## src/kbt_pkg.sv

```systemverilog
`default_nettype none

package kbt_pkg;

    // field widths of the request and response
    localparam int FUNC_W    = 2;
    localparam int KEY_W     = 16;
    localparam int FID_W     = 8;
    localparam int STATUS_W  = 2;
    localparam int COUNT_W   = 9;
    localparam int CFG_IDX_W = 2;
    localparam int CFG_W     = 8;

    // default geometry of the table
    localparam int TABLE_DEPTH_DEF = 256;
    localparam int KEY_BITS_DEF    = 16;

    // operation codes
    localparam logic [FUNC_W-1:0] OP_LOOKUP = 2'd0;
    localparam logic [FUNC_W-1:0] OP_BIND   = 2'd1;
    localparam logic [FUNC_W-1:0] OP_UNBIND = 2'd2;

    // status codes
    localparam logic [STATUS_W-1:0] STAT_OK        = 2'd0;
    localparam logic [STATUS_W-1:0] STAT_NOT_BOUND = 2'd1;
    localparam logic [STATUS_W-1:0] STAT_FULL      = 2'd2;
    localparam logic [STATUS_W-1:0] STAT_INVALID   = 2'd3;

    // configuration register indexes
    localparam logic [CFG_IDX_W-1:0] REG_META   = 2'd0;
    localparam logic [CFG_IDX_W-1:0] REG_CTLX   = 2'd1;
    localparam logic [CFG_IDX_W-1:0] REG_REPEAT = 2'd2;
    localparam logic [CFG_IDX_W-1:0] REG_ABORT  = 2'd3;

    // prefix id reset values
    localparam logic [FID_W-1:0] META_RESET   = 8'd1;
    localparam logic [FID_W-1:0] CTLX_RESET   = 8'd2;
    localparam logic [FID_W-1:0] REPEAT_RESET = 8'd3;
    localparam logic [FID_W-1:0] ABORT_RESET  = 8'd4;

    // no function bound
    localparam logic [FID_W-1:0] FID_NONE = 8'd0;

    typedef struct packed {
        logic [FUNC_W-1:0] func;
        logic [KEY_W-1:0]  key_code;
        logic [FID_W-1:0]  function_id;
    } req_t;

    typedef struct packed {
        logic [STATUS_W-1:0] status;
        logic [FID_W-1:0]    bound_function;
        logic [COUNT_W-1:0]  entry_count;
    } rsp_t;

endpackage

`default_nettype wire

```

## src/kbt_cfg.sv

```systemverilog
`default_nettype none

module kbt_cfg (
    input  wire logic                           clk,
    input  wire logic                           rst_n,
    input  wire logic                           cfg_valid,
    output logic                                cfg_ready,
    input  wire logic [kbt_pkg::CFG_IDX_W-1:0]  cfg_index,
    input  wire logic [kbt_pkg::CFG_W-1:0]      cfg_data,
    input  wire logic [kbt_pkg::FID_W-1:0]      fid,
    output logic                                is_prefix
);

    logic [kbt_pkg::FID_W-1:0] meta_reg;
    logic [kbt_pkg::FID_W-1:0] ctlx_reg;
    logic [kbt_pkg::FID_W-1:0] repeat_reg;
    logic [kbt_pkg::FID_W-1:0] abort_reg;

    // writes are always taken
    assign cfg_ready = 1'b1;

    // prefix id registers
    always_ff @(posedge clk or negedge rst_n)
    begin
        if (!rst_n)
        begin
            meta_reg   <= kbt_pkg::META_RESET;
            ctlx_reg   <= kbt_pkg::CTLX_RESET;
            repeat_reg <= kbt_pkg::REPEAT_RESET;
            abort_reg  <= kbt_pkg::ABORT_RESET;
        end
        else if (cfg_valid && cfg_ready)
        begin
            case (cfg_index)
                kbt_pkg::REG_META:   meta_reg   <= cfg_data;
                kbt_pkg::REG_CTLX:   ctlx_reg   <= cfg_data;
                kbt_pkg::REG_REPEAT: repeat_reg <= cfg_data;
                kbt_pkg::REG_ABORT:  abort_reg  <= cfg_data;
                default:             meta_reg   <= meta_reg;
            endcase
        end
    end

    // function id names one of the prefixes
    assign is_prefix = (fid == meta_reg) || (fid == ctlx_reg) ||
                       (fid == repeat_reg) || (fid == abort_reg);

endmodule

`default_nettype wire

```

## config.mk

```make
export PLATFORM = sky130hd
export DESIGN_NAME = kbt_cfg
export DESIGN_NICKNAME = d
export VERILOG_FILES = /design/src/kbt_pkg.sv /design/src/kbt_cfg.sv
export SDC_FILE = /design/constraint.sdc
export NUM_CORES = 1
export LEC_CHECK = 0
export BUFFER_PORTS_ARGS = -buffer_cell sky130_fd_sc_hd__clkbuf_2
export CORE_MARGIN = 2
export CORE_UTILIZATION = 58
export CTS_BUF_LIST = sky130_fd_sc_hd__clkbuf_2 sky130_fd_sc_hd__clkbuf_4 sky130_fd_sc_hd__clkbuf_8
export DETAILED_ROUTE_END_ITERATION = 7
export PLACE_DENSITY = 0.83
export RECOVER_POWER = 25
export SLEW_MARGIN = 20
export SYNTH_ARGS = -nofsm -noshare
export SYNTH_HDL_FRONTEND = slang
export SYNTH_SLANG_ARGS = --single-unit
```

## constraint.sdc

```tcl
create_clock -name clk -period 1.5 [get_ports clk]
set_input_delay 0.3 -clock clk [delete_from_list [all_inputs] [get_ports clk]]
set_output_delay 0.3 -clock clk [all_outputs]
set_load 0.005 [all_outputs]
```

### Word-level counts from Yosys, hierarchy flattened

Cells that the tools add are included.
Widths: inputs -> output; s select.

* flip-flop bits (word level): 32
* bits in latches: 0
* memory bits (writable): 0
* ROM bits: 0
* input port bits: 21
* logic and storage cells: 19
* memories kept: 0

* add/sub/neg operators: 0
* $mul: 0
* divide/modulo/power cells: 0
* order comparisons: 0
* eq/ne operators: 7
* shift-type cells: 0
* muxes and demuxes: 0
* bitwise gates (word level): 0
* reduce and logical (&&, ||, !) cells: 8

Operator list (count)
* $eq 8x8->1: 4
* $reduce_and 2->1: 4
* $eq 2x2->1 const B: 2
* $logic_or 1x1->1: 3
* $eq 2x1->1 const B: 1
* $logic_not 2->1: 1

### Depth between registers and ports, before layout

* word-level depth: 4
* gate-level depth with buffers: 4

### Least setup slack after synthesis

OpenSTA, ideal clock, no wires.

* path type: register to output
* start point: reg repeat_reg[1] (netlist name)
* end point: out is_prefix
* data arrival time: 0.969 ns
* slack: 0.231 ns
* stages on the path, launching flop included: 5
* buffers on the path: 0
* path through: dfstp_2 > xor2_1 > nor4_1 > nand2_1 > nand4_1

* cells in the longest elaborated chain, start to end: 3

Ends and longest elaborated chain
* from (decl): RTL line kbt_cfg.sv:16 `logic [kbt_pkg::FID_W-1:0] repeat_reg;`
* from (signal assigned): RTL line kbt_cfg.sv:29 `repeat_reg <= kbt_pkg::REPEAT_RESET;`
* from (signal assigned): RTL line kbt_cfg.sv:37 `kbt_pkg::REG_REPEAT: repeat_reg <= cfg_data;`
* $eq 8x8->1: RTL line kbt_cfg.sv:46 `(fid == repeat_reg) || (fid == abort_reg);`
* $logic_or 1x1->1: RTL line kbt_cfg.sv:45 `assign is_prefix = (fid == meta_reg) || (fid == ctlx_reg) ||`
* $logic_or 1x1->1: RTL line kbt_cfg.sv:46
* to (decl): RTL line kbt_cfg.sv:11 `output logic is_prefix`

No other way between the ends.

### Worst setup path in the final report

* start point: reg ctlx_reg[6] (netlist name)
* end point: out is_prefix

* cells in the longest elaborated chain, start to end: 4

Ends and longest elaborated chain
* from (decl): RTL line kbt_cfg.sv:15 `logic [kbt_pkg::FID_W-1:0] ctlx_reg;`
* from (signal assigned): RTL line kbt_cfg.sv:28 `ctlx_reg <= kbt_pkg::CTLX_RESET;`
* from (signal assigned): RTL line kbt_cfg.sv:36 `kbt_pkg::REG_CTLX: ctlx_reg <= cfg_data;`
* $eq 8x8->1: RTL line kbt_cfg.sv:45
* $logic_or 1x1->1 (2 in series): RTL line kbt_cfg.sv:45
* $logic_or 1x1->1: RTL line kbt_cfg.sv:46

No other way between the ends.

==> results.md <==
Pwr:
- In this run the static leakage power is 0.824 nW.
- Total power for the finished layout comes to 0.00220 W.
- Across the VDD grid, the largest voltage drop is 1.00 mV.
- In this run the power density over the cells is 1200 mW/mm².

Detailed routing:
- The count of nets left with antenna violations once routing finished came out at 0.
- After detailed routing, the number of remaining DRC violations is 0.
- For this block, the routed nets add up to 3000 µm of wire.
- The detailed-route via count is 972.
- The average routed wire per standard cell is 17.1 µm.
- The DRC violation total after the first TritonRoute iteration is 13.
- After detailed routing, the number of vias per cell comes to 5.52.
- The first-pass iteration count of the detailed router is 4.

Clocking:
- The cell sitting at the root of the clock tree is a clkbuf_4.
- The count of clock tree sinks is 32.
- TritonCTS built the clock tree.
- The latest clock arrival within the worst-skew pair is 0.32 ns.
- The number of setup buffers added after CTS is 0.
- TritonCTS created 5 clock buffers.
- The depth of the CTS H-tree is 2.
- The maximum root-to-sink buffer count is 2.
- After clock tree synthesis, the clock-pin slew on the worst setup and hold paths is 0.10 ns.

Global routing:
- The number of global-route vias before repair is 1,092.
- Entering global routing, the biggest net connects 33 pins.
- The global-route wire length before repair is 5110 µm.
- The global-route total usage across every layer is 21.9%.
- Global routing finished with a remaining overflow of 0.
- The initial antenna violation count is 0.

Synth:
- In the synthesized netlist, the number of instances is 115.
- The mapped cell area is 0.00158 mm².
- The post-synthesis cell type count is 12.
- The total number of yosys warnings is 0.
- The share of the Yosys chip area taken by registers is 51.0%.
- The net count of the mapped netlist is 136.
- In this run, synthesis produced a sequential element count of 32.
- In this run the mean area of a mapped cell was 13.8 µm².

Worst setup path:
- The slowest stage of the critical path belongs to the cell dfrtp_1.
- The top fanout value on the critical path is 2.
- The setup path with the least slack is of type reg -> out.
- STA classifies the critical path endpoint as an output port.
- STA classifies the critical path startpoint as a flop.
- STA puts the critical path data arrival time at 1.56 ns.
- On the worst path, the slowest cell contributes a delay of 0.40 ns.
- Data on the critical path is required at its endpoint by 1.20 ns.
- Counting both buffers and inverters, the worst setup path holds a total of 1.
- The largest delay contributor family on the critical path is simple AND/OR/NAND/NOR gates.
- The critical path goes through xor2_1 -> nor4_2 -> nand2_1 -> nand4_1 -> buf_2.

Die:
- Pin placement for this block handled 23 I/O pins.
- The number of core rows is 18.
- The region available for standard cell placement spans 0.00252 mm².
- The area of the die is 0.00316 mm².
- From bottom edge to top edge, the die measures 56.2 µm.
- The initial utilization of the core area, before any placement, comes to 62.7%.
- From left edge to right edge, the die measures 56.2 µm.

Hold path:
- The min-delay analysis places its worst path in the category in -> reg.

Timing:
- The part of the cycle the worst path needs is 124%.
- Counting I/O delays and the setup requirement, the final critical path takes 1.86 ns.
- Across the routed clock network, the largest skew measured is 0 ns.
- Setup repair after global routing could not meet its margin everywhere.
- At the pin with the least slew margin, the transition time is 0.772 ns.
- The number of max-slew violations in the final report is 0.
- The worst pin sits at a relative slew slack of 48.6%.
- Setup violations remaining at the end of the flow were counted as 1.
- The worst hold slack after final layout is 0.242 ns.
- Based on the critical path, the design can be clocked at up to 537 MHz.
- The total count of hold-check failures in the final report is 0.
- The setup slack after layout is -0.361 ns.
- The final-layout setup total negative slack is -0.361 ns.

Finish:
- The register area is 807 µm².
- The number of antenna diodes in the final layout is 0.
- After the last flow step, the layout net total stands at 166.
- Compared with the post-synthesis result, the final layout area differs by 16.2%.
- Counting the fill cells in the layout gives 175.
- The library cells used most frequently in the layout, excluding fill and tap cells, are mux2_2 (32), xor2_1 (31), dfrtp_1 (27), clkbuf_2 (20), clkbuf_4 (6).
- The combined area of the multi-input logic cells is 795 µm².
- The leading cell type in the layout, fill and taps excluded is mux2_2.
- The filler-free cell count of the finished design is 176.
- The final design area excluding fillers is 0.00184 mm².
- Of the cells placed in the final design, the portion with a size suffix greater than 1 is 51.4%.

Place:
- After detailed placement, the design holds a cell count of 167.
- In this run the cell area measured after placement is 0.00173 mm².
- The last weighted congestion value of the routability-driven placer is 0.825.
- In this run the tool buffered the top-level ports with 21 buffer cells.
- The sum of net half-perimeters after detailed placement is 2190 µm.

Status:
- The checks that failed: setup timing.
- The run finished, with violations left.

Run:
- Max-cap violations in this run came to 0.
final timing paths:
| path | slack, ns | from | endpoint | depth (start not counted) |
|---|---|---|---|---|
| max | -0.36 | ctlx_reg[6] | is_prefix | 5 |
| min | 0.24 | cfg_data[4] | abort_reg[4] | 2 |
| max reg2reg | 0.71 | repeat_reg[5] | repeat_reg[5] | 1 |
| min reg2reg | 0.53 | abort_reg[1] | abort_reg[1] | 1 |
| max in group asynchronous | 0.36 | rst_n | repeat_reg[3] | 3 |
| min in group asynchronous | 0.65 | rst_n | ctlx_reg[0] | 3 |
cells in the mapped netlist:
cell      instances  share of area [%]
nand4_1           1               0.40
nand2_1           4               0.95
buf_4             1               0.47
conb_1            1               0.24
dfrtp_1          27                 43
nor3b_4           1                1.2
nand3b_2          2                1.4
nor4_1            8                3.2
xor2_1           32                 18
mux2_2           32                 23
nand3_2           1               0.63
dfstp_2           5                8.3
metal layers:
layer  GRT usage (%)  routed length (µm)  vias up
met4            10.9                  57        0
met5               0                   0        -
li1                -                   -      462
met1            26.5                1300      478
met3            6.05                 107        8
met2            35.8                1540       24
per-stage QoR:
stage	worst slack, ns	util [%]
after floorplan	0.231	-
after detailed placement	-0.122	68.7
after global placement	-0.0964	68.7
final	-0.361	72.9
after global routing	-0.458	72.9
after CTS	-0.352	72.7
cell families after synthesis:
kind of cell	Yosys count	synth area share, %
other	1	0.237
flip-flops	32	51.0
XOR/XNOR	32	17.7
AND/OR/NAND/NOR	17	7.75
buffers and inverters	1	0.475
multiplexers	32	22.8
layout make-up:
class | instances | share of cell area, %
clock buffers | 8 | 3.95
multi-input cells | 82 | 43.2
flip-flops and latches | 32 | 43.9
well taps | 30 | 2.04
repair buffers | 24 | 6.88
power breakdown:
group          switching, W  internal, W
clock              0.000276     0.000294
combinational      0.000215     0.000252
sequential         0.000115      0.00105
total              0.000606      0.00159
repair_timing:
action,4_1_cts,5_1_grt
gates resized for setup,3,3
pin swaps,5,3
endpoints found under the hold margin,27,0
hold buffers,1,0
setup endpoints to repair,1,1
Note: power is estimated with default switching activity, not from simulation.
