`src/kbt_pkg.sv`:
```
`default_nettype none

package kbt_pkg;

    // field widths of the request and response
    localparam int FUNC_W    = 2;
    localparam int KEY_W     = 16;
    localparam int FID_W     = 8;
    localparam int STATUS_W  = 2;
    localparam int COUNT_W   = 9;
    localparam int CFG_IDX_W = 2;
    localparam int CFG_W     = 8;

    // default geometry of the table
    localparam int TABLE_DEPTH_DEF = 256;
    localparam int KEY_BITS_DEF    = 16;

    // operation codes
    localparam logic [FUNC_W-1:0] OP_LOOKUP = 2'd0;
    localparam logic [FUNC_W-1:0] OP_BIND   = 2'd1;
    localparam logic [FUNC_W-1:0] OP_UNBIND = 2'd2;

    // status codes
    localparam logic [STATUS_W-1:0] STAT_OK        = 2'd0;
    localparam logic [STATUS_W-1:0] STAT_NOT_BOUND = 2'd1;
    localparam logic [STATUS_W-1:0] STAT_FULL      = 2'd2;
    localparam logic [STATUS_W-1:0] STAT_INVALID   = 2'd3;

    // configuration register indexes
    localparam logic [CFG_IDX_W-1:0] REG_META   = 2'd0;
    localparam logic [CFG_IDX_W-1:0] REG_CTLX   = 2'd1;
    localparam logic [CFG_IDX_W-1:0] REG_REPEAT = 2'd2;
    localparam logic [CFG_IDX_W-1:0] REG_ABORT  = 2'd3;

    // prefix id reset values
    localparam logic [FID_W-1:0] META_RESET   = 8'd1;
    localparam logic [FID_W-1:0] CTLX_RESET   = 8'd2;
    localparam logic [FID_W-1:0] REPEAT_RESET = 8'd3;
    localparam logic [FID_W-1:0] ABORT_RESET  = 8'd4;

    // no function bound
    localparam logic [FID_W-1:0] FID_NONE = 8'd0;

    typedef struct packed {
        logic [FUNC_W-1:0] func;
        logic [KEY_W-1:0]  key_code;
        logic [FID_W-1:0]  function_id;
    } req_t;

    typedef struct packed {
        logic [STATUS_W-1:0] status;
        logic [FID_W-1:0]    bound_function;
        logic [COUNT_W-1:0]  entry_count;
    } rsp_t;

endpackage

`default_nettype wire

```
`src/kbt_ctrl.sv`:
```
`default_nettype none

module kbt_ctrl #(
    parameter int TABLE_DEPTH = kbt_pkg::TABLE_DEPTH_DEF,
    parameter int KEY_BITS    = kbt_pkg::KEY_BITS_DEF
) (
    input  wire logic                                   clk,
    input  wire logic                                   rst_n,
    input  wire logic                                   in_valid,
    output logic                                        in_stall,
    input  wire kbt_pkg::req_t                          in_req,
    output logic                                        out_valid,
    input  wire logic                                   out_stall,
    output kbt_pkg::rsp_t                               out_rsp,
    output logic [kbt_pkg::FID_W-1:0]                   req_fid,
    input  wire logic                                   is_prefix,
    output logic                                        wr_en,
    output logic [$clog2(TABLE_DEPTH)-1:0]              wr_addr,
    output logic [KEY_BITS+kbt_pkg::FID_W-1:0]          wr_data,
    output logic [$clog2(TABLE_DEPTH)-1:0]              rd_addr,
    input  wire logic [KEY_BITS+kbt_pkg::FID_W-1:0]     rd_data
);

    localparam int IDX_W = $clog2(TABLE_DEPTH);
    localparam int CNT_W = $clog2(TABLE_DEPTH + 1);
    localparam int FID_W = kbt_pkg::FID_W;
    localparam int KEY_W = kbt_pkg::KEY_W;
    localparam int CNT_OUT_W = kbt_pkg::COUNT_W;

    localparam logic [CNT_W-1:0] CNT_ONE  = CNT_W'(1);
    localparam logic [CNT_W-1:0] CNT_TWO  = CNT_W'(2);
    localparam logic [CNT_W-1:0] CNT_FULL = CNT_W'(TABLE_DEPTH);

    // sequencer states
    localparam logic [2:0] S_IDLE  = 3'd0;
    localparam logic [2:0] S_SCAN  = 3'd1;
    localparam logic [2:0] S_PCHK  = 3'd2;
    localparam logic [2:0] S_PMOVE = 3'd3;
    localparam logic [2:0] S_UNWR  = 3'd4;
    localparam logic [2:0] S_DONE  = 3'd5;

    logic [2:0]                  state_reg,   state_next;
    logic [kbt_pkg::FUNC_W-1:0]  op_reg,      op_next;
    logic [KEY_BITS-1:0]         key_reg,     key_next;
    logic [FID_W-1:0]            fid_reg,     fid_next;
    logic [CNT_W-1:0]            cnt_reg,     cnt_next;
    logic [CNT_W-1:0]            scan_reg,    scan_next;
    logic                        chk_reg,     chk_next;
    logic [CNT_W-1:0]            idx_reg,     idx_next;
    logic [IDX_W-1:0]            pos_reg,     pos_next;
    logic [kbt_pkg::STATUS_W-1:0] status_reg, status_next;
    logic [FID_W-1:0]            bound_reg,   bound_next;
    logic                        out_valid_reg, out_valid_next;
    kbt_pkg::rsp_t               out_rsp_reg, out_rsp_next;

    logic [CNT_W-1:0]            rd_addr_c;
    logic [CNT_W-1:0]            wr_addr_c;
    logic [KEY_W+KEY_BITS-1:0]   key_wide;
    logic [KEY_BITS-1:0]         key_in;
    logic [CNT_W+CNT_OUT_W-1:0]  cnt_wide;
    logic [KEY_BITS-1:0]         rd_key;
    logic [FID_W-1:0]            rd_fid;
    logic                        hit_key;
    logic                        hit_fid;
    logic [CNT_W-1:0]            cnt_less;
    logic [CNT_W-1:0]            chk_idx;
    logic [CNT_W-1:0]            idx_inc;

    // key masked or widened to the stored key width
    assign key_wide = {{KEY_BITS{1'b0}}, in_req.key_code};
    assign key_in   = key_wide[KEY_BITS-1:0];
    assign cnt_wide = {{CNT_OUT_W{1'b0}}, cnt_reg};

    assign req_fid  = in_req.function_id;
    assign in_stall = (state_reg != S_IDLE);

    // fields of the entry read last cycle
    assign rd_key   = rd_data[KEY_BITS+FID_W-1:FID_W];
    assign rd_fid   = rd_data[FID_W-1:0];
    assign hit_key  = (rd_key == key_reg);
    assign hit_fid  = (rd_fid == fid_reg);
    assign cnt_less = cnt_reg - CNT_ONE;
    assign chk_idx  = scan_reg - CNT_ONE;
    assign idx_inc  = idx_reg + CNT_ONE;

    assign rd_addr  = rd_addr_c[IDX_W-1:0];
    assign wr_addr  = wr_addr_c[IDX_W-1:0];

    // sequencer
    always_comb
    begin
        state_next     = state_reg;
        op_next        = op_reg;
        key_next       = key_reg;
        fid_next       = fid_reg;
        cnt_next       = cnt_reg;
        scan_next      = scan_reg;
        chk_next       = chk_reg;
        idx_next       = idx_reg;
        pos_next       = pos_reg;
        status_next    = status_reg;
        bound_next     = bound_reg;
        out_valid_next = out_valid_reg;
        out_rsp_next   = out_rsp_reg;
        rd_addr_c      = '0;
        wr_en          = 1'b0;
        wr_addr_c      = cnt_reg;
        wr_data        = {key_reg, fid_reg};

        // response taken downstream
        if (out_valid_reg && !out_stall)
        begin
            out_valid_next = 1'b0;
        end

        case (state_reg)
            S_IDLE:
            begin
                // entry 0 is read ahead for the first compare
                if (in_valid)
                begin
                    op_next     = in_req.func;
                    key_next    = key_in;
                    fid_next    = in_req.function_id;
                    status_next = kbt_pkg::STAT_OK;
                    bound_next  = kbt_pkg::FID_NONE;
                    idx_next    = '0;
                    scan_next   = CNT_ONE;
                    chk_next    = (cnt_reg != '0);
                    case (in_req.func)
                        kbt_pkg::OP_LOOKUP,
                        kbt_pkg::OP_UNBIND:
                        begin
                            state_next = S_SCAN;
                        end
                        kbt_pkg::OP_BIND:
                        begin
                            if (in_req.function_id == kbt_pkg::FID_NONE)
                            begin
                                status_next = kbt_pkg::STAT_INVALID;
                                state_next  = S_DONE;
                            end
                            else if (is_prefix && (cnt_reg != '0))
                            begin
                                state_next = S_PCHK;
                            end
                            else
                            begin
                                state_next = S_SCAN;
                            end
                        end
                        default:
                        begin
                            state_next = S_DONE;
                        end
                    endcase
                end
            end

            S_SCAN:
            begin
                // key search, one entry per cycle
                rd_addr_c = scan_reg;
                if (chk_reg && hit_key)
                begin
                    chk_next = 1'b0;
                    case (op_reg)
                        kbt_pkg::OP_LOOKUP:
                        begin
                            bound_next = rd_fid;
                            state_next = S_DONE;
                        end
                        kbt_pkg::OP_BIND:
                        begin
                            wr_en      = 1'b1;
                            wr_addr_c  = chk_idx;
                            state_next = S_DONE;
                        end
                        default:
                        begin
                            // fetch the last entry to fill the hole
                            pos_next   = chk_idx[IDX_W-1:0];
                            rd_addr_c  = cnt_less;
                            state_next = S_UNWR;
                        end
                    endcase
                end
                else if (scan_reg < cnt_reg)
                begin
                    scan_next = scan_reg + CNT_ONE;
                    chk_next  = 1'b1;
                end
                else
                begin
                    // key not present
                    chk_next   = 1'b0;
                    state_next = S_DONE;
                    if (op_reg == kbt_pkg::OP_BIND)
                    begin
                        if (cnt_reg >= CNT_FULL)
                        begin
                            status_next = kbt_pkg::STAT_FULL;
                        end
                        else
                        begin
                            wr_en     = 1'b1;
                            wr_addr_c = cnt_reg;
                            cnt_next  = cnt_reg + CNT_ONE;
                        end
                    end
                    else
                    begin
                        status_next = kbt_pkg::STAT_NOT_BOUND;
                    end
                end
            end

            S_UNWR:
            begin
                // last entry moves into the hole
                wr_en      = 1'b1;
                wr_addr_c  = CNT_W'(pos_reg);
                wr_data    = rd_data;
                cnt_next   = cnt_less;
                state_next = S_DONE;
            end

            S_PCHK:
            begin
                // entry idx is on the read port
                if (hit_fid)
                begin
                    rd_addr_c  = cnt_less;
                    state_next = S_PMOVE;
                end
                else if (idx_inc < cnt_reg)
                begin
                    rd_addr_c = idx_inc;
                    idx_next  = idx_inc;
                end
                else
                begin
                    rd_addr_c  = '0;
                    scan_next  = CNT_ONE;
                    chk_next   = 1'b1;
                    state_next = S_SCAN;
                end
            end

            S_PMOVE:
            begin
                // old last entry replaces entry idx, then is checked in place
                wr_en     = 1'b1;
                wr_addr_c = idx_reg;
                wr_data   = rd_data;
                cnt_next  = cnt_less;
                scan_next = '0;
                chk_next  = 1'b0;
                if (idx_reg >= cnt_less)
                begin
                    state_next = S_SCAN;
                end
                else if (hit_fid)
                begin
                    if (idx_inc == cnt_less)
                    begin
                        cnt_next   = cnt_reg - CNT_TWO;
                        state_next = S_SCAN;
                    end
                    else
                    begin
                        rd_addr_c = cnt_reg - CNT_TWO;
                    end
                end
                else if (idx_inc < cnt_less)
                begin
                    rd_addr_c  = idx_inc;
                    idx_next   = idx_inc;
                    state_next = S_PCHK;
                end
                else
                begin
                    state_next = S_SCAN;
                end
            end

            S_DONE:
            begin
                // hand the response to the output register
                if (!out_valid_reg || !out_stall)
                begin
                    out_valid_next              = 1'b1;
                    out_rsp_next.status         = status_reg;
                    out_rsp_next.bound_function = bound_reg;
                    out_rsp_next.entry_count    = cnt_wide[CNT_OUT_W-1:0];
                    state_next                  = S_IDLE;
                end
            end

            default:
            begin
                state_next = S_IDLE;
            end
        endcase
    end

    // control registers
    always_ff @(posedge clk or negedge rst_n)
    begin
        if (!rst_n)
        begin
            state_reg     <= S_IDLE;
            cnt_reg       <= '0;
            chk_reg       <= 1'b0;
            out_valid_reg <= 1'b0;
        end
        else
        begin
            state_reg     <= state_next;
            cnt_reg       <= cnt_next;
            chk_reg       <= chk_next;
            out_valid_reg <= out_valid_next;
        end
    end

    // payload registers
    always_ff @(posedge clk)
    begin
        op_reg      <= op_next;
        key_reg     <= key_next;
        fid_reg     <= fid_next;
        scan_reg    <= scan_next;
        idx_reg     <= idx_next;
        pos_reg     <= pos_next;
        status_reg  <= status_next;
        bound_reg   <= bound_next;
        out_rsp_reg <= out_rsp_next;
    end

    assign out_valid = out_valid_reg;
    assign out_rsp   = out_rsp_reg;

    // entry count stays within the table
    a_cnt_range: assert property (@(posedge clk) disable iff (!rst_n)
        cnt_reg <= CNT_FULL)
        else $error("entry count beyond table depth");

    // writes only land on live entries or the append slot
    a_wr_addr: assert property (@(posedge clk) disable iff (!rst_n)
        wr_en |-> (wr_addr_c <= cnt_reg) && (wr_addr_c < CNT_FULL))
        else $error("table write outside live range");

    // idle sequencer never changes the entry count
    a_idle_quiet: assert property (@(posedge clk) disable iff (!rst_n)
        (state_reg == S_IDLE) |=> $stable(cnt_reg))
        else $error("entry count moved while idle");

    // a new response only comes out of the done state
    a_rsp_src: assert property (@(posedge clk) disable iff (!rst_n)
        (out_valid_next && !(out_valid_reg && out_stall) && (state_reg != S_DONE))
        |-> (out_valid_reg && out_stall))
        else $error("response loaded outside done state");

endmodule

`default_nettype wire

```
`config.mk`:
```
export PLATFORM = sky130hd
export DESIGN_NAME = kbt_ctrl
export DESIGN_NICKNAME = d
export VERILOG_FILES = /design/src/kbt_pkg.sv /design/src/kbt_ctrl.sv
export SDC_FILE = /design/constraint.sdc
export NUM_CORES = 1
export LEC_CHECK = 0
export BUFFER_PORTS_ARGS = -buffer_cell sky130_fd_sc_hd__buf_2
export CAP_MARGIN = 0
export CORE_ASPECT_RATIO = 1.75
export CORE_MARGIN = 1
export CORE_UTILIZATION = 55
export CTS_CLUSTER_DIAMETER = 80
export DETAILED_ROUTE_END_ITERATION = 6
export PLACE_DENSITY = 0.8
export SYNTH_ARGS = -nofsm -noshare
export SYNTH_HDL_FRONTEND = slang
export SYNTH_SLANG_ARGS = --single-unit
```
`constraint.sdc`:
```
create_clock -name clk -period 4.32 [get_ports clk]
set_clock_uncertainty 0.1 [all_clocks]
set_input_delay 0.216 -clock clk [delete_from_list [all_inputs] [get_ports clk]]
set_output_delay 0.216 -clock clk [all_outputs]
set_load 0.01 [all_outputs]
```
* Word-level counts from Yosys, hierarchy flattened
Cells that the tools add are included.
** Storage, ports and cells
- Output and inout port bits :: 70
- Input bits :: 55
- Word-level logic and storage cells :: 162
- Flip-flop bits (word level) :: 95
** Operators by class
- Bitwise operators :: 1
- Multiplexer cells :: 76
- $lt $le $gt $ge :: 5
- Reductions and logical operators :: 29
- Add/subtract/negate cells :: 6
- Equal/unequal tests :: 30
** Operators with widths (count)
- 9-bit two-way mux :: 18
- 8-bit two-way mux :: 13
- 9-bit case mux with 3 select lines :: 2
- 8-bit case mux with 3 select lines :: 2
- 9-bit case mux with 4 select lines :: 1
- 3-bit two-way mux :: 10
- 2-bit != test, second input constant :: 14
- 9-bit by 1-bit adder with 9-bit output, second input constant :: 3
- 9-bit less-than comparator :: 3
- 24-bit two-way mux :: 1
- 2-bit two-way mux :: 9
- 3-bit case mux with 6 select lines :: 1
- 16-bit equality test :: 1
- 8-bit case mux with 2 select lines :: 1
- 5-bit AND reduction :: 3
- 1-bit two-way mux :: 14
- 9-bit equality test :: 1
- 9-bit >= comparator :: 1
- 9-bit >= comparator, second input constant :: 1
- 3-bit != test, second input constant :: 3
- 3-bit nonzero test :: 3
- 9-bit nonzero test :: 1
- 9-bit by 1-bit subtractor with 9-bit output, second input constant :: 1
- 9-bit by 2-bit subtractor with 9-bit output, second input constant :: 1
- other kinds (28) :: 39

* Longest topological paths before layout
Gate-level depths: netlist (run 1).
- Word-level depth :: 7
- Mapped depth :: 15
- Gate-level depth less buffers :: 13

* Least setup slack after synthesis (run 1)
No wires, ideal clock.
- Kind :: flip-flop to flip-flop
- Start point :: register cnt_reg[0]
- End point :: register idx_reg[0], enable pin
- Data required time :: 3.830 ns
- Arrival :: 3.504 ns
- Path buffers :: 1
- Clock period less this slack :: 3.993 ns
- Setup time :: 0.390 ns
- Slack :: 0.327 ns
- Cell stages (with the launch flop) :: 14
- Path through :: dfrtp_1 -> buf_2 -> inv_1 -> ha_1 -> xnor2_1 -> ha_1 -> a21oi_1 -> o21ai_0 -> maj3_1 -> a21o_1 -> o2111ai_1 -> nand4_1 -> o31a_1 -> a211oi_1
** Between the ends
- Word-level cells in the longest chain between the ends :: 4
- Elaborated cells on any way between the ends :: 8
- Classes of those cells :: add/sub: 1; order compare: 3; eq/ne: 3; reduce/logical: 1
** RTL lines
- start, declared :: RTL line kbt_ctrl.sv:46 : logic [CNT_W-1:0] cnt_reg, cnt_next;
- start signal, assigned :: RTL line kbt_ctrl.sv:320 : cnt_reg <= cnt_next;
- 9-bit by 1-bit subtractor with 9-bit output :: RTL line kbt_ctrl.sv:82 : assign cnt_less = cnt_reg - CNT_ONE;
- 9-bit less-than comparator / 9-bit >= comparator (equally long branches) :: RTL line kbt_ctrl.sv:275, kbt_ctrl.sv:259
- 2-bit != test (no line)
- 7-bit AND reduction (no line) (*)
- end signal, assigned :: RTL line kbt_ctrl.sv:333 : idx_reg <= idx_next;
- end, declared :: RTL line kbt_ctrl.sv:49 : logic [CNT_W-1:0] idx_reg, idx_next;
Every way passes the cells marked *; elsewhere a longest branch is shown, timed or not.
A chain may end at the register's enable or synchronous reset.

* Worst setup path in the final report (run 1)
- Start point :: register cnt_reg[1]
- End point :: output port rd_addr[1]
** Between the ends
- Word-level cells in the longest chain between the ends :: 6
- Elaborated cells on any way between the ends :: 15
- Classes of those cells :: add/sub: 2; order compare: 3; eq/ne: 1; mux: 9
** RTL lines
- 9-bit by 1-bit subtractor with 9-bit output :: RTL line kbt_ctrl.sv:82
- 9-bit less-than comparator / 9-bit equality test (equally long branches) :: RTL line kbt_ctrl.sv:275, kbt_ctrl.sv:265
- 8-bit two-way mux, on equally long branches :: RTL line kbt_ctrl.sv:275, kbt_ctrl.sv:265
- 8-bit two-way mux :: RTL line kbt_ctrl.sv:263 : else if (hit_fid)
- 8-bit two-way mux :: RTL line kbt_ctrl.sv:259 : if (idx_reg >= cnt_less)
- 8-bit case mux with 3 select lines (*) :: RTL line kbt_ctrl.sv:116 : case (state_reg)
- end, declared :: RTL line kbt_ctrl.sv:20 : output logic [$clog2(TABLE_DEPTH)-1:0] rd_addr,
Marks and branches as above.

==> run metrics, run 1 <==
status=finished clean; post-detail-place hpwl=13,600 um; die width=82.6 um; Mapped Area=0.00626 mm2; Final setup viols=0; WL/cell=20.8 um; RSZ-0062 raised after global routing=true; diode count=0; final core occ=67.9%; layout cells sized above 1=23.1%; DRC viols=0; drt initial violations=504; CTS max path bufs=2; core outline area=0.0111 mm2; cell count after synthesis=641; CP Data Required Time=4.00 ns; vias post-DR=5,687; Synthesized Nets=728; commonest non-fill, non-tap cell in the layout=buf_2; Register Area=0.00278 mm2; HP Class=in -> reg; most frequent cells in the layout=124 x buf_2, 105 x nand2_1, 81 x edfxtp_1, 49 x xnor2_1, 36 x nor2_1; EDFF count, synth=81; initial antenna violation count=0; clock-pin slew on the worst setup and hold paths=0.07 ns; Seq cells post-synth=95; Core Rows=51; Tcrit/Tclk final=96.9%; post-synthesis sequential area ratio=44.5%; hold endpoint=out_valid; number of global-route vias before repair=5,732; Slew Viols, Final=0; area of the multi-input gates=0.00319 mm2; Routability Congestion=0.959; first-pass GRT wire length=29,700 um; Worst R2R Path Depth=12; worst-skew pair later-pin latency=0.36 ns; Top FF cell, synth=edfxtp_1; cts bufs inserted=9; Max Freq=239 MHz; CP Class=reg -> out; Starting Density=56.4%; top fanout value on the critical path=10; overall power=5.48 mW; synthesized area per cell=9.77 um2; Synth async-reset ratio=14.7%; leakage=3.16 nW; maxcap violations=0; IO Pins=125; root buf cell=clkbuf_16; CTS H-tree lvls=3; Unique masters post-synth=75; ANT nets after route=0; Worst Hold Depth=3; slowest stage delay, CP=0.56 ns; DRT Pass-1 Iters=5; post-route insts no fill=915; share of the synthesized area in the top cell type=38.9%; fillers=883; Slew headroom=26.1%; RR Endpoint=cnt_reg[8]; Overflow after GRT=0; DP Cell Count=870; worst r2r src=cnt_reg[1]; Worst Max-Slew Pin Slew=1.11 ns; fin crit period=4.19 ns; Pwr Density=727 mW/mm2; critical-path cell list=inv_1 > ha_1 > or3b_2 > o21a_4 > nor2_4 > xor2_1 > nand4_1 > and4_1 > a221oi_1 > o21ai_0 > buf_2; height of the die=143 um; CP Capture Type=output port; CP Launch Type=flop; max FFs per register=19; Final TNS setup=0 ns; CTS Sinks=95; Hold Fails Final Rpt=0; I/O Buffers=124; worst hold start=out_stall; slowest CP cell=or3b_2; Total Routed Length=19,100 um; pin count of the biggest net entering global routing=35; Ys Warns=0; area grow syn2layout=20.5%; Synth area leader=edfxtp_1; gr usage total=34.3%; CTS tree=built; nets@finish=865; CP Data Arrival Time=3.87 ns; routed vias/inst=6.22; internal reg-to-reg setup slack=0.41 ns; peak supply drop=0.355 mV; Area contributors post-synth=edfxtp_1 39%, xnor2_1 7.3%, ha_1 6.4%, nand2_1 6.3%, dfrtp_1 5.6%; area of the die=0.0118 mm2
## power by group
part | switching (mW) | total (mW) | internal (mW)
clock | 0.391 | 0.794 | 0.403
sequential | 0.348 | 1.71 | 1.36
combinational | 1.81 | 2.98 | 1.17
total | 2.55 | 5.48 | 2.94
## worst max path at each step
stage               slack (ns)          to  startpoint
floorplan                 0.33  idx_reg[0]  cnt_reg[0]
global placement          0.51  rd_addr[4]  cnt_reg[1]
detailed placement        0.42  rd_addr[0]  cnt_reg[1]
CTS                       0.02  rd_addr[0]  cnt_reg[1]
global route             -0.06  rd_addr[0]  cnt_reg[1]
finish                    0.13  rd_addr[1]  cnt_reg[1]
## metrics by stage
| stage | hold slack [ns] | area [um2] | setup WS, ns |
|---|---|---|---|
| finish | 0.0105 | 7540 | 0.135 |
| global route | 0.0254 | 7540 | -0.0627 |
| CTS | 0.0132 | 7490 | 0.0246 |
| detailed placement | 0.0619 | 6930 | 0.420 |
| global placement | 0.0563 | 6930 | 0.510 |
| floorplan | -0.180 | 6260 | 0.327 |
## synth_stat cells (all sizes together) (17+ instances only)
master / n
nand3: 22
nand2: 105
a21oi: 27
inv: 31
edfxtp: 81
and3: 17
clkbuf: 19
xnor2: 52
ha: 32
nor2: 41
o21ai: 25
buf: 19
## layer usage
layer	track usage (%)	routed length, um	vias to the layer above
li1	-	-	2593
met1	36.1	6510	2695
met2	59.5	9970	310
met3	7.73	1330	89
met4	22.1	1250	0
met5	0	0	-
## critical path: cells and delay by family (launching register included)
kind / cells / cell delay [ns]
adder cells (fa/ha/maj): 1 / 0.31
flip-flops: 1 / 0.45
AND/OR/NAND/NOR: 4 / 1.28
AO/OA/AOI/OAI: 3 / 0.90
XOR/XNOR: 1 / 0.16
buffers and inverters: 2 / 0.41
## cells by family (layout without fill, tap and decap cells)
group | after synthesis | count (layout) | share of synthesized area, %
adders and majority gates | 35 | 35 | 6.90
muxes | 3 | 3 | 0.480
buffers and inverters | 71 | 213 | 5.28
and+or+nand+nor | 249 | 249 | 19.7
xor gates and xnor gates | 63 | 63 | 9.03
DFF | 95 | 95 | 44.5
AOI/OAI and AO/OA | 125 | 125 | 14.2
## timing repair
| action | in CTS | in global routing |
|---|---|---|
| setup endpoints to repair | 0 | 9 |
| resized for setup | 0 | 8 |
| hold buffers | 27 | 0 |
| endpoints found under the hold margin | 40 | 0 |
| setup buffers | 0 | 2 |
## final cells by class
type	instances	area share [%]
tap	132	2.19
inverter	33	1.64
clock buffer	9	2.99
sequential	95	36.9
timing repair buffer	164	13.1
multi-input combinational	475	42.3
clock inverter	7	0.846
Note: power is estimated with default switching activity, not from simulation.
==> inputs of run 2 (changes only) <==
--- a/config.mk
+++ b/config.mk
@@ -9,10 +9,11 @@
 export CAP_MARGIN = 0
 export CORE_ASPECT_RATIO = 1.75
 export CORE_MARGIN = 1
-export CORE_UTILIZATION = 55
+export CORE_UTILIZATION = 56
 export CTS_CLUSTER_DIAMETER = 80
 export DETAILED_ROUTE_END_ITERATION = 6
-export PLACE_DENSITY = 0.8
+export PLACE_DENSITY = 0.81
+export SLEW_MARGIN = 20
 export SYNTH_ARGS = -nofsm -noshare
 export SYNTH_HDL_FRONTEND = slang
 export SYNTH_SLANG_ARGS = --single-unit
==> run 2 against run 1 <==
Compared with the run above: worst setup slack improved by 0.061 ns; first-iteration DRC count decreased by 15%; global-route usage fell by 0.29 points; cell count down 0.11%; largest cell class unchanged; largest power group unchanged.
==> run metrics, run 2 (same netlist as run 1, synthesis figures left out) <==
status=finished clean; slowest stage delay, CP=0.55 ns; Overflow after GRT=0; CTS Sinks=95; nets@finish=866; area grow syn2layout=20.4%; Slew Viols, Final=0; critical-path cell list=inv_1 > ha_1 > or3b_2 > nor3_4 > nor2_4 > o2bb2ai_1 > o31ai_2 > nand4_1 > nor3_2 > nor2_2 > o211ai_1 > buf_2; I/O Buffers=124; CTS H-tree lvls=3; core outline area=0.0108 mm2; max FFs per register=19; fillers=825; ANT nets after route=0; HP Class=in -> reg; fin crit period=4.12 ns; drt initial violations=429; Total Routed Length=18,600 um; DP Area=0.00694 mm2; RSZ-0062 raised after global routing=false; met1 GRT Util=35.5%; pin count of the biggest net entering global routing=27; Final TNS setup=0 ns; die width=81.9 um; Top delay family on crit path=simple AND/OR/NAND/NOR gates; post-detail-place hpwl=13,400 um; DRT Pass-1 Iters=5; area of the die=0.0116 mm2; maxcap violations=0; layout cells sized above 1=22.8%; clock-pin slew on the worst setup and hold paths=0.07 ns; met2 global-route usage=58.1%; CTS tree=built; met3 Use GR=6.62%; pre-CTS WS=0.445 ns; IO Pins=125; first-pass GRT wire length=29,100 um; root buf cell=clkbuf_16; CP Class=reg -> out; Slew headroom=35.8%; number of global-route vias before repair=5,752; Core Rows=50; Worst Max-Slew Pin Slew=0.962 ns; area of the multi-input gates=0.00318 mm2; global route hottest layer=met2; CP Data Required Time=4.00 ns; Register Area=0.00278 mm2; peak supply drop=0.361 mV; DRC viols=0; diode count=0; Max Freq=242 MHz; initial antenna violation count=0; CP Launch Type=flop; height of the die=142 um; Pwr Density=719 mW/mm2; commonest non-fill, non-tap cell in the layout=buf_2; worst-skew pair later-pin latency=0.36 ns; cts bufs inserted=9; CTS max path bufs=2; worst setup margin=0.196 ns; CP Data Arrival Time=3.81 ns; Routability Congestion=1.01; leakage=3.16 nW; top fanout value on the critical path=8; Starting Density=58.2%; slowest CP cell=or3b_2; fin area=0.00754 mm2; Final setup viols=0; vias post-DR=5,645; final core occ=70.0%; routed vias/inst=6.18; worst path bufs/invs=2; gr usage total=34.1%; Tcrit/Tclk final=95.5%; most frequent cells in the layout=124 x buf_2, 105 x nand2_1, 81 x edfxtp_1, 50 x xnor2_1, 37 x nor2_1; Hold Fails Final Rpt=0; CP Capture Type=output port; WL/cell=20.3 um
[run 2: changes by cell type in the layout (fill, tap and decap cells not counted)]
cell,before,now
clkinv_4,0,1
inv_6,4,3
buf_4,13,14
nor2_1,36,37
nor3b_2,0,1
a21oi_2,1,0
a21oi_4,0,1
xnor2_2,3,2
nor2_2,4,3
nor3b_4,1,0
ha_2,1,0
ha_1,31,32
xnor2_1,49,50
[run 2: worst reg2reg max path: cells and delay by family (launching register included)]
kind	cells	cell delay, ns
DFF	1	0.45
and+or+nand+nor	6	2.13
muxes	1	0.19
AOI/OAI and AO/OA	2	0.39
buffers and inverters	1	0.25
adders and majority gates	1	0.32
[run 2: cell type report]
type                    instances  share of cell area (%)
well taps                     130                    2.16
inverters                      33                    1.64
multi-input cells             475                    42.2
flip-flops and latches         95                    36.9
clock inverters                 7                   0.847
repair buffers                165                    13.2
clock buffers                   9                    2.99
[run 2: routing by layer]
metal / vias to the layer above / wire length, um
li1: 2601 / -
met1: 2669 / 6310
met2: 283 / 9670
met3: 92 / 1160
met4: 0 / 1420
met5: - / 0
[run 2: power breakdown]
group / total (mW) / switching (mW) / internal, mW / leakage [nW]
Combinational: 2.92 / 1.76 / 1.16 / 2.09
Clock: 0.786 / 0.384 / 0.402 / 0.140
Sequential: 1.71 / 0.348 / 1.36 / 0.932
Total: 5.42 / 2.49 / 2.93 / 3.16
[run 2: final timing paths]
kind | cells past startpoint | end | slack, ns | start
min in group asynchronous | 2 | cnt_reg[3] | 0.22 | rst_n
worst min register to register | 0 | out_rsp[14] | 0.32 | bound_reg[5]
max in group asynchronous | 2 | chk_reg | 3.61 | rst_n
worst max-delay path | 12 | rd_addr[4] | 0.20 | cnt_reg[1]
worst max register to register | 11 | cnt_reg[8] | 0.43 | cnt_reg[1]
worst min-delay path | 3 | out_valid | 0.03 | out_stall
[run 2: timing repair]
action / in CTS / in global routing
setup buffers: 0 / 1
hold buffers: 27 / 0
setup endpoints to repair: 0 / 8
endpoints found under the hold margin: 40 / 0
gates resized for setup: 0 / 4
[run 2: per-stage QoR]
| step | hold WS, ns | power (mW) | std cells |
|---|---|---|---|
| floorplan | -0.180 | 3.57 | 641 |
| global placement | 0.0491 | 4.46 | 870 |
| detailed placement | 0.0534 | 4.52 | 870 |
| CTS | 0.0177 | 5.33 | 913 |
| global route | 0.0718 | 5.76 | 914 |
| finish | 0.0348 | 5.42 | 914 |
